**src/rtl/assert_macros.svh**
```systemverilog
// Assertion macros used by the top level of the point transform block.
`ifndef ASSERT_MACROS_SVH
`define ASSERT_MACROS_SVH

// Checks that an antecedent is followed by a consequent, delayed by dly.
`define ASSERT_DELAYED(label, clk, rst, ante, cons, dly) \
  label: assert property (@(posedge clk) disable iff (rst) (ante) |-> ##(dly) (cons)) \
    else $error("delayed check failed");

// Checks that a condition implies another one in the same cycle.
`define ASSERT_IMPLIES(label, clk, rst, ante, cons) \
  label: assert property (@(posedge clk) disable iff (rst) (ante) |-> (cons)) \
    else $error("implication check failed");

`endif

```
**src/rtl/ptpd_pkg.sv**
```systemverilog
// Package with types, constants and helpers of the point transform block.
package ptpd_pkg;

  localparam int FRAC_BITS_DEF = 16;
  localparam int DATA_W        = 32;
  localparam int REG_W         = 64;
  localparam int NUM_REGS      = 8;
  localparam int ADDR_W        = 6;
  localparam int ACC_W         = 66;
  localparam int QB            = 33;
  localparam int REM_W         = ACC_W + QB;
  localparam int PIPE_LAT      = QB + 6;

  localparam logic [DATA_W-1:0] SAT_MAX = 32'h7FFF_FFFF;
  localparam logic [DATA_W-1:0] SAT_MIN = 32'h8000_0000;

  typedef logic [NUM_REGS-1:0][REG_W-1:0] matrix_t;

  localparam matrix_t MAT_RESET = {
    64'h0001_0000_0000_0000, 64'h0, 64'h0000_0000_0001_0000, 64'h0,
    64'h0, 64'h0001_0000_0000_0000, 64'h0, 64'h0000_0000_0001_0000
  };

  typedef struct packed {
    logic signed [DATA_W-1:0] point_x;
    logic signed [DATA_W-1:0] point_y;
    logic signed [DATA_W-1:0] point_z;
  } point_t;

  typedef struct packed {
    logic signed [DATA_W-1:0] out_x;
    logic signed [DATA_W-1:0] out_y;
    logic signed [DATA_W-1:0] out_z;
    logic                     divide_fault;
  } result_t;

  typedef struct packed {
    logic [DATA_W-1:0] value;
    logic              fault;
  } lane_out_t;

  typedef struct packed {
    logic nneg;
    logic dneg;
    logic nzero;
    logic dzero;
    logic ovf;
  } div_flags_t;

  function automatic logic signed [DATA_W-1:0] elem(matrix_t m, int r, int c);
    logic [2:0] idx;
    idx = 3'(r * 2 + (c >> 1));
    return (c & 1) != 0 ? m[idx][REG_W-1:DATA_W] : m[idx][DATA_W-1:0];
  endfunction

endpackage

```
**src/rtl/ptpd_cfg_regs.sv**
```systemverilog
// Matrix register file behind the APB configuration port.
module ptpd_cfg_regs (
  input  logic                          clk,
  input  logic                          rst,
  input  logic                          psel,
  input  logic                          penable,
  input  logic                          pwrite,
  input  logic [ptpd_pkg::ADDR_W-1:0]   paddr,
  input  logic [ptpd_pkg::REG_W-1:0]    pwdata,
  output logic [ptpd_pkg::REG_W-1:0]    prdata,
  output ptpd_pkg::matrix_t             mat
);

  always_ff @(posedge clk) begin
    if (rst) begin
      mat <= ptpd_pkg::MAT_RESET;
    end else if (psel && penable && pwrite) begin
      mat[paddr[ptpd_pkg::ADDR_W-1:3]] <= pwdata;
    end
  end

  assign prdata = mat[paddr[ptpd_pkg::ADDR_W-1:3]];

endmodule

```
**config.mk**
```make
export PLATFORM = sky130hd
export DESIGN_NAME = ptpd_cfg_regs
export DESIGN_NICKNAME = d
export VERILOG_FILES = /design/src/rtl/assert_macros.svh /design/src/rtl/ptpd_pkg.sv /design/src/rtl/ptpd_cfg_regs.sv
export SDC_FILE = /design/constraint.sdc
export NUM_CORES = 1
export LEC_CHECK = 0
export BUFFER_PORTS_ARGS = -buffer_cell sky130_fd_sc_hd__buf_2
export CORE_AREA = 2 2 250 252
export CTS_CLUSTER_DIAMETER = 200
export DETAILED_ROUTE_END_ITERATION = 6
export DIE_AREA = 0 0 252 254
export GPL_ROUTABILITY_DRIVEN = 0
export HOLD_SLACK_MARGIN = 0.03
export PLACE_DENSITY = 0.65
export SKIP_CTS_REPAIR_TIMING = 1
export SLEW_MARGIN = 20
export SYNTH_ARGS = -nofsm -noshare
export SYNTH_HDL_FRONTEND = slang
export SYNTH_SLANG_ARGS = --single-unit
```
**constraint.sdc**
```tcl
create_clock -name clk -period 1.6 [get_ports clk]
set_input_delay 0.16 -clock clk [delete_from_list [all_inputs] [get_ports clk]]
set_output_delay 0.16 -clock clk [all_outputs]
set_load 0.02 [all_outputs]
```
* After elaboration in Yosys (flattened, before gate mapping)
Cells that the tools add are included.
** Operators by class
- Magnitude comparators :: 2
- Muxes and demuxes :: 5
- Reduce and logical (&&, ||, !) cells :: 3
** Operator list (number)
- 512-bit bitwise mux :: 1
- 64-bit binary-select mux with 3-bit select :: 1
- 64-bit demux with 3-bit select :: 1
- 64-bit two-way mux :: 2
- 3-bit by 4-bit < comparator with 1-bit output, second input constant :: 1
- 3-bit by 1-bit greater-or-equal comparator with 1-bit output, second input constant :: 1
- 1-bit logical AND :: 3
** Storage, ports and cells
- Register bits after elaboration :: 512
- Word-level logic and storage cells :: 18

* Longest topological paths before layout
Gate-level depths: netlist of the first run.
- Word-level depth :: 5
- Mapped depth :: 7

* Worst setup path after synthesis of the first run
Ideal clock, no wire load.
- Kind :: input-to-output
- Start point :: in paddr[4] (netlist bit)
- End point :: out prdata[50] (netlist bit)
- Arrival time :: 1463 ps
- Required time :: 1440 ps
- Setup slack :: -23 ps
- Cell stages on the path :: 4
- Cells stage by stage :: buf_2 -> buf_2 -> mux4_2 -> mux2_2
** On the way
- Word-level cells in the longest chain between the ends :: 2
** Ends and longest elaborated chain
- from (decl) :: RTL line ptpd_cfg_regs.sv:8 : input logic [ptpd_pkg::ADDR_W-1:0] paddr,
- 64-bit binary-select mux with 3-bit select :: RTL line ptpd_cfg_regs.sv:22 : assign prdata = mat[paddr[ptpd_pkg::ADDR_W-1:3]];
- 64-bit two-way mux (not written as such) :: RTL line ptpd_cfg_regs.sv:22
- to (decl) :: RTL line ptpd_cfg_regs.sv:10 : output logic [ptpd_pkg::REG_W-1:0] prdata,
No other way between the ends. The select of a mux whose other input is x is not followed.

* Worst setup path in the final report of the first run
- Start point :: reg mat[63] (netlist bit)
- End point :: out prdata[63] (netlist bit)
** On the way
- Word-level cells in the longest chain between the ends :: 2
** Ends and longest elaborated chain
- from (decl) :: RTL line ptpd_cfg_regs.sv:11 : output ptpd_pkg::matrix_t mat
- from (signal assigned) :: RTL line ptpd_cfg_regs.sv:16 : mat <= ptpd_pkg::MAT_RESET;
- from (signal, indexed assignment) :: RTL line ptpd_cfg_regs.sv:18 : mat[paddr[ptpd_pkg::ADDR_W-1:3]] <= pwdata;
- 64-bit binary-select mux with 3-bit select :: RTL line ptpd_cfg_regs.sv:22
- 64-bit two-way mux (not written as such) :: RTL line ptpd_cfg_regs.sv:22
No other way between the ends. The select of a mux whose other input is x is not followed.

==> results.md, run 1 <==
- Crit path DAT: 1.94 ns
- Crit path cell chain: mux4_2, mux2_4, buf_6
- Critical path class: reg2out
- Net count, final: 2,862
- DIE HEIGHT: 254 µm
- Latest clock arrival within the worst-skew pair: 0.59 ns
- Via Count: 18,800
- Area after DPL: 0.02901 mm²
- FF+latch count, synth: 512
- First-pass GRT wire length: 120,700 µm
- Syn. warnings: 0
- H-tree lvl count: 2
- CP startpoint kind: register
- FFs w/ async S/R, synth: 0
- RSZ-0062 raised after global routing: true
- CTS buffer count: 57
- Internal power: 21.66 mW
- Setup Skew: 0 ns
- Final period utilization: 1.315
- Largest net degree at the start of global routing: 65
- Final core occ: 0.5301
- Post-Syn Nets: 2,110
- Leakage power: 17.06 nW
- Site Rows: 91
- Number of buffers added on ports: 647
- Initial antenna violation count: 4
- Die Wd: 252 µm
- Vias in the first global route: 19,240
- Clk slew on worst S/H paths: 0.06 ns
- Layout cell share with drive strength beyond 1: 0.5018
- Crit path time final: 2.105 ns
- Yosys cell types: 24
- NetSw: 6.556 mW
- Max Root-Sink Buffers: 3
- Global route overflow: 0
- Initial Util: 0.3874
- Final Hold Viols: 0
- CP top delay family: multiplexers
- Worst-path maximum fanout: 2
- GRT Overall Usage: 0.2454
- DRT iter0 DRCs: 1,089
- Yosys top cell by area: dfxtp_1
- Half-perimeter wire length after placement: 58,580 µm
- Mapped Area: 0.02373 mm²
- DR pass1 iterations: 4
- Final Non-Filler Cells: 3,619
- Max Clock Freq: 0.4752 GHz
- Seq pwr share: 0.457
- Commonest cells post-synth: nand2b_1, mux2i_1, dfxtp_1
- Worst-Margin Slew: 0.4604 ns
- Area grow syn2layout: 36.83%
- Clk sinks: 512
- WL/cell: 22.89 µm
- Ys flop type: dfxtp_1
- Core Area: 0.06126 mm²
- Slew margin rel.: 0.6924
- CP Capture Type: output port
- Sw frac: 0.2324
- Hold_ws: 0.01901 ns
- Setup violators final: 64
- Final Instance Area: 0.03247 mm²
- Max stage delay on crit path: 0.55 ns
- Antenna viol nets, final: 0
- Fin. max-slew vios: 0
- Post-Syn Instances: 2,035
- Buf+Inv Stages, Crit Path: 1
- Power Density: 868.9 mW/mm²
- Hold WC Path Type: in2reg
- Status: finished with violations
- Slowest-stage cell, CP: mux4_2
- CTS tree: done
- Final wirelength: 82,820 µm
- I/O pins: 651
- EDFF count, synth: 0
- Sequential fraction of the synthesis area: 0.4319
- Number of flip-flops in the largest register: 512
- Required @ worst endpoint: 1.44 ns
- Post-DR vias/cell: 5.194
- Syn_area_per_cell: 11.66 µm²
- Most common cell in the synthesized netlist: nand2b_1
- Final WS setup: -0.5045 ns
- Top reg by flops: mat
- Die Area: 0.06401 mm²
- Worst VDD drop: 0.0007222 V
- Top post-synthesis cells by area: dfxtp_1, mux2i_1, nand2b_1, mux4_2, mux2_2
- Failing checks: negative setup slack
- Comb power frac: 0.075
- Yosys top cell area share: 0.4319
- DRC: 0
- Largest regs: mat x512
- Max cap viols: 0
- CTS root buffer: clkbuf_16
- Number of instances in the placed design: 3,434
- Clk network pwr share: 0.468
## through the flow
step	TNS, ns	total power, mW	setup WS (ns)
after global placement	-30.76	15.19	-0.2288
final	-23.51	28.21	-0.5045
after CTS	-28.07	28.39	-0.5831
after floorplan	0	14.45	0.009418
after detailed placement	-34.99	15.22	-0.2647
after global routing	-26.86	29.13	-0.5535
## layout by cell type (no fill, tap or decap)
| cell type | n |
|---|---|
| clkbuf_16 | 57 |
| buf_8 | 2 |
| nand2b_1 | 572 |
| buf_4 | 208 |
| nor2_1 | 7 |
| nand2_4 | 5 |
| clkinvlp_4 | 3 |
| and2_4 | 1 |
| o211a_1 | 1 |
| clkinv_4 | 1 |
| diode_2 | 1 |
| nand2_1 | 1 |
| mux2_4 | 54 |
| clkbuf_8 | 15 |
| nand3_4 | 2 |
| bufinv_16 | 4 |
| and3_1 | 1 |
| buf_6 | 64 |
| o21ai_1 | 1 |
| and4b_1 | 1 |
| dfxtp_1 | 284 |
| clkbuf_1 | 14 |
| buf_2 | 579 |
| and4_1 | 1 |
| dfxtp_2 | 209 |
| nor2b_1 | 2 |
| inv_1 | 1 |
| and2_1 | 1 |
| a32oi_2 | 1 |
| a211oi_2 | 1 |
| dfxtp_4 | 19 |
| nand3_1 | 1 |
| dlygate4sd3_1 | 8 |
| mux2i_1 | 513 |
| clkinv_2 | 6 |
| mux4_2 | 126 |
| mux2_2 | 10 |
| buf_12 | 52 |
## cell type report
cell class	instances	area [µm²]
timing repair buffer	913	6331
inverter	1	3.754
multi-input combinational	1302	12700
fill	5301	28780
sequential	512	10580
clock buffer	86	1685
clock inverter	14	181.4
tap	790	988.4
antenna	1	2.502
## worst min-delay path: cells and delay by family
family | cells | cell delay [ns]
buffers and inverters | 1 | 0.08
AND/OR/NAND/NOR | 1 | 0.17
multiplexers | 1 | 0.16
## path summary, 6_finish.rpt
path | from | to | slack [ns] | cells after the start
min | pwdata[21] | mat[213] | 0.02 | 3
max | mat[63] | prdata[63] | -0.50 | 3
max reg2reg | mat[429] | mat[429] | 0.82 | 3
min reg2reg | mat[70] | mat[70] | 0.48 | 2
## per-layer routing
metal  track usage  share of wire  vias to the layer above
met5             0        0.00047                        -
met3       0.05039          0.061                      170
met2        0.4190           0.49                      663
met1        0.3033           0.41                     9448
li1              -              -                     8510
met4       0.09704          0.034                        6
## power groups by stage
stage | clock network, mW | logic, mW | registers [mW]
6_report | 13.2 | 2.11 | 12.9
5_1_grt | 14.0 | 2.22 | 12.9
4_1_cts | 13.4 | 2.02 | 12.9
3_5_place_dp | 0 | 2.01 | 13.2
3_3_place_gp | 0 | 1.99 | 13.2
2_1_floorplan | 0 | 1.15 | 13.3
## cells by family (layout without fill, tap and decap cells)
kind of cell | count (synthesis) | after routing | synth area share
buffers and inverters | 221 | 1014 | 0.04445
AOI/OAI and AO/OA | 4 | 4 | 0.001318
and+or+nand+nor | 595 | 595 | 0.1560
muxes | 703 | 703 | 0.3663
other | 0 | 1 | 0
DFF | 512 | 512 | 0.4319
Power figures use the tool's default switching activity.
==> run 2: changes to the inputs <==
--- a/config.mk
+++ b/config.mk
@@ -12,7 +12,7 @@
 export DIE_AREA = 0 0 252 254
 export GPL_ROUTABILITY_DRIVEN = 0
 export HOLD_SLACK_MARGIN = 0.03
-export PLACE_DENSITY = 0.65
+export PLACE_DENSITY = 0.63
 export SKIP_CTS_REPAIR_TIMING = 1
 export SLEW_MARGIN = 20
 export SYNTH_ARGS = -nofsm -noshare
==> constraint.sdc (replaced) <==
create_clock -name clk -period 2.35 [get_ports clk]
set_input_delay 0.235 -clock clk [delete_from_list [all_inputs] [get_ports clk]]
set_output_delay 0.235 -clock clk [all_outputs]
set_load 0.02 [all_outputs]
==> run 2 against run 1 <==
Critical path depth unchanged. Combinational power decreased by 41%. Register-to-register slack better by 0.78 ns. The run now ends clean. First-iteration DRC count decreased by 17%. Non-clock buffer count shrank 200.
==> results.md, run 2 (synthesis results as in run 1) <==
- Status: finished clean
- Die Area: 0.06401 mm²
- Internal power: 14.31 mW
- Seq pwr share: 0.473
- Clk slew on worst S/H paths: 0.06 ns
- Sw frac: 0.2310
- Clk sinks: 512
- Setup Skew: 0 ns
- Top reg by flops: mat
- RSZ-0062 raised after global routing: false
- Final Hold Viols: 0
- NetSw: 4.299 mW
- GRT Overall Usage: 0.2380
- Initial antenna violation count: 7
- Pre-CTS setup slack: 0.2856 ns
- Min-delay src: pwdata[57]
- CTS buffer count: 55
- First-pass GRT wire length: 116,400 µm
- Clk network pwr share: 0.460
- R2R Path Start: mat[157]
- Hold WC Path Type: in2reg
- Latest clock arrival within the worst-skew pair: 0.59 ns
- Global route overflow: 0
- Worst-Margin Slew: 0.7000 ns
- Reg2Reg Setup Slack: 1.60 ns
- Slew margin rel.: 0.5334
- Number of buffers added on ports: 647
- Most frequent cells in the layout: buf_2, nand2b_1, mux2i_1
- Min-Delay Endpoint: mat[249]
- Via Count: 17,800
- Crit path time final: 2.140 ns
- Layout cell share with drive strength beyond 1: 0.3778
- I/O pins: 651
- CP Capture Type: output port
- Worst-path maximum fanout: 3
- Final Instance Area: 0.02961 mm²
- Required @ worst endpoint: 2.12 ns
- WL/cell: 23.15 µm
- Hold path depth: 3
- Initial Util: 0.3874
- Vias in the first global route: 18,340
- Critical path class: reg2out
- Max cap viols: 0
- Half-perimeter wire length after placement: 55,760 µm
- DR pass1 iterations: 5
- FF-to-FF End: mat[157]
- Area after DPL: 0.02781 mm²
- H-tree lvl count: 2
- DIE HEIGHT: 254 µm
- Final wirelength: 79,190 µm
- Leakage power: 15.57 nW
- DRC: 0
- Max Clock Freq: 0.4673 GHz
- Final period utilization: 0.9106
- Final WS setup: 0.2101 ns
- Setup_tns: 0 ns
- Most common cell after layout, fill and taps aside: buf_2
- Fin. max-slew vios: 0
- Area grow syn2layout: 24.79%
- DRT iter0 DRCs: 901
- CTS root buffer: clkbuf_16
- Power Density: 628.4 mW/mm²
- R2R cell count: 2
- Antenna viol nets, final: 0
- Largest net degree at the start of global routing: 76
- Die Wd: 252 µm
- Largest regs: mat x512
- Site Rows: 91
- Worst VDD drop: 0.0005020 V
- Crit path DAT: 1.90 ns
- Net count, final: 2,660
- CP startpoint kind: register
- Number of flip-flops in the largest register: 512
- Max Root-Sink Buffers: 3
- Post-DR vias/cell: 5.203
- Setup violators final: 0
- CTS tree: done
- Comb power frac: 0.067
- Core Area: 0.06126 mm²
[run 2: worst max-delay path, stage by stage (launching register included)]
cell and delay [ns]:
dfxtp_1 0.34, mux4_2 0.53, mux2_2 0.27, buf_2 0.17
[run 2: through the flow]
stage / power [mW] / utilization / hold slack, ns / cells
5_1_grt: 19.19 / 0.4834 / 0.09360 / 3420
3_5_place_dp: 10.25 / 0.4540 / 0.4765 / 3316
4_1_cts: 18.78 / 0.4829 / -0.1048 / 3414
6_report: 18.61 / 0.4834 / 0.08718 / 3420
2_1_floorplan: 9.839 / - / 0.4060 / 2035
3_3_place_gp: 10.22 / 0.4540 / 0.4689 / 3316
[run 2: how the worst max path moves through the flow]
stage | start | to | slack (ns)
floorplan | paddr[4] | prdata[50] | 0.58
global placement | paddr[3] | prdata[38] | 0.31
detailed placement | paddr[3] | prdata[38] | 0.29
CTS | mat[192] | prdata[0] | 0.16
global route | mat[192] | prdata[0] | 0.15
finish | mat[192] | prdata[0] | 0.21
[run 2: routing by layer]
| metal | vias to the layer above | part of all wire | global-route usage |
|---|---|---|---|
| met4 | 6 | 0.034 | 0.08926 |
| met2 | 574 | 0.50 | 0.4116 |
| li1 | 8109 | - | - |
| met1 | 8951 | 0.40 | 0.2807 |
| met5 | - | 0.00039 | 0 |
| met3 | 155 | 0.069 | 0.06637 |
[run 2: layout make-up]
type | count | area [µm²]
diodes | 4 | 10.01
clock buffers | 84 | 1648
clock inverters | 14 | 126.4
fillers | 5629 | 31640
inverters | 1 | 3.754
multi-input cells | 1302 | 12480
flip-flops and latches | 512 | 10250
well taps | 790 | 988.4
repair buffers | 713 | 4105
[run 2: power groups by stage]
stage | clock network (mW) | registers [mW] | logic (mW)
after floorplan | 0 | 9.05 | 0.784
after global placement | 0 | 8.99 | 1.23
after detailed placement | 0 | 9.00 | 1.25
after CTS | 8.72 | 8.80 | 1.25
after global routing | 9.06 | 8.81 | 1.32
final | 8.56 | 8.80 | 1.25
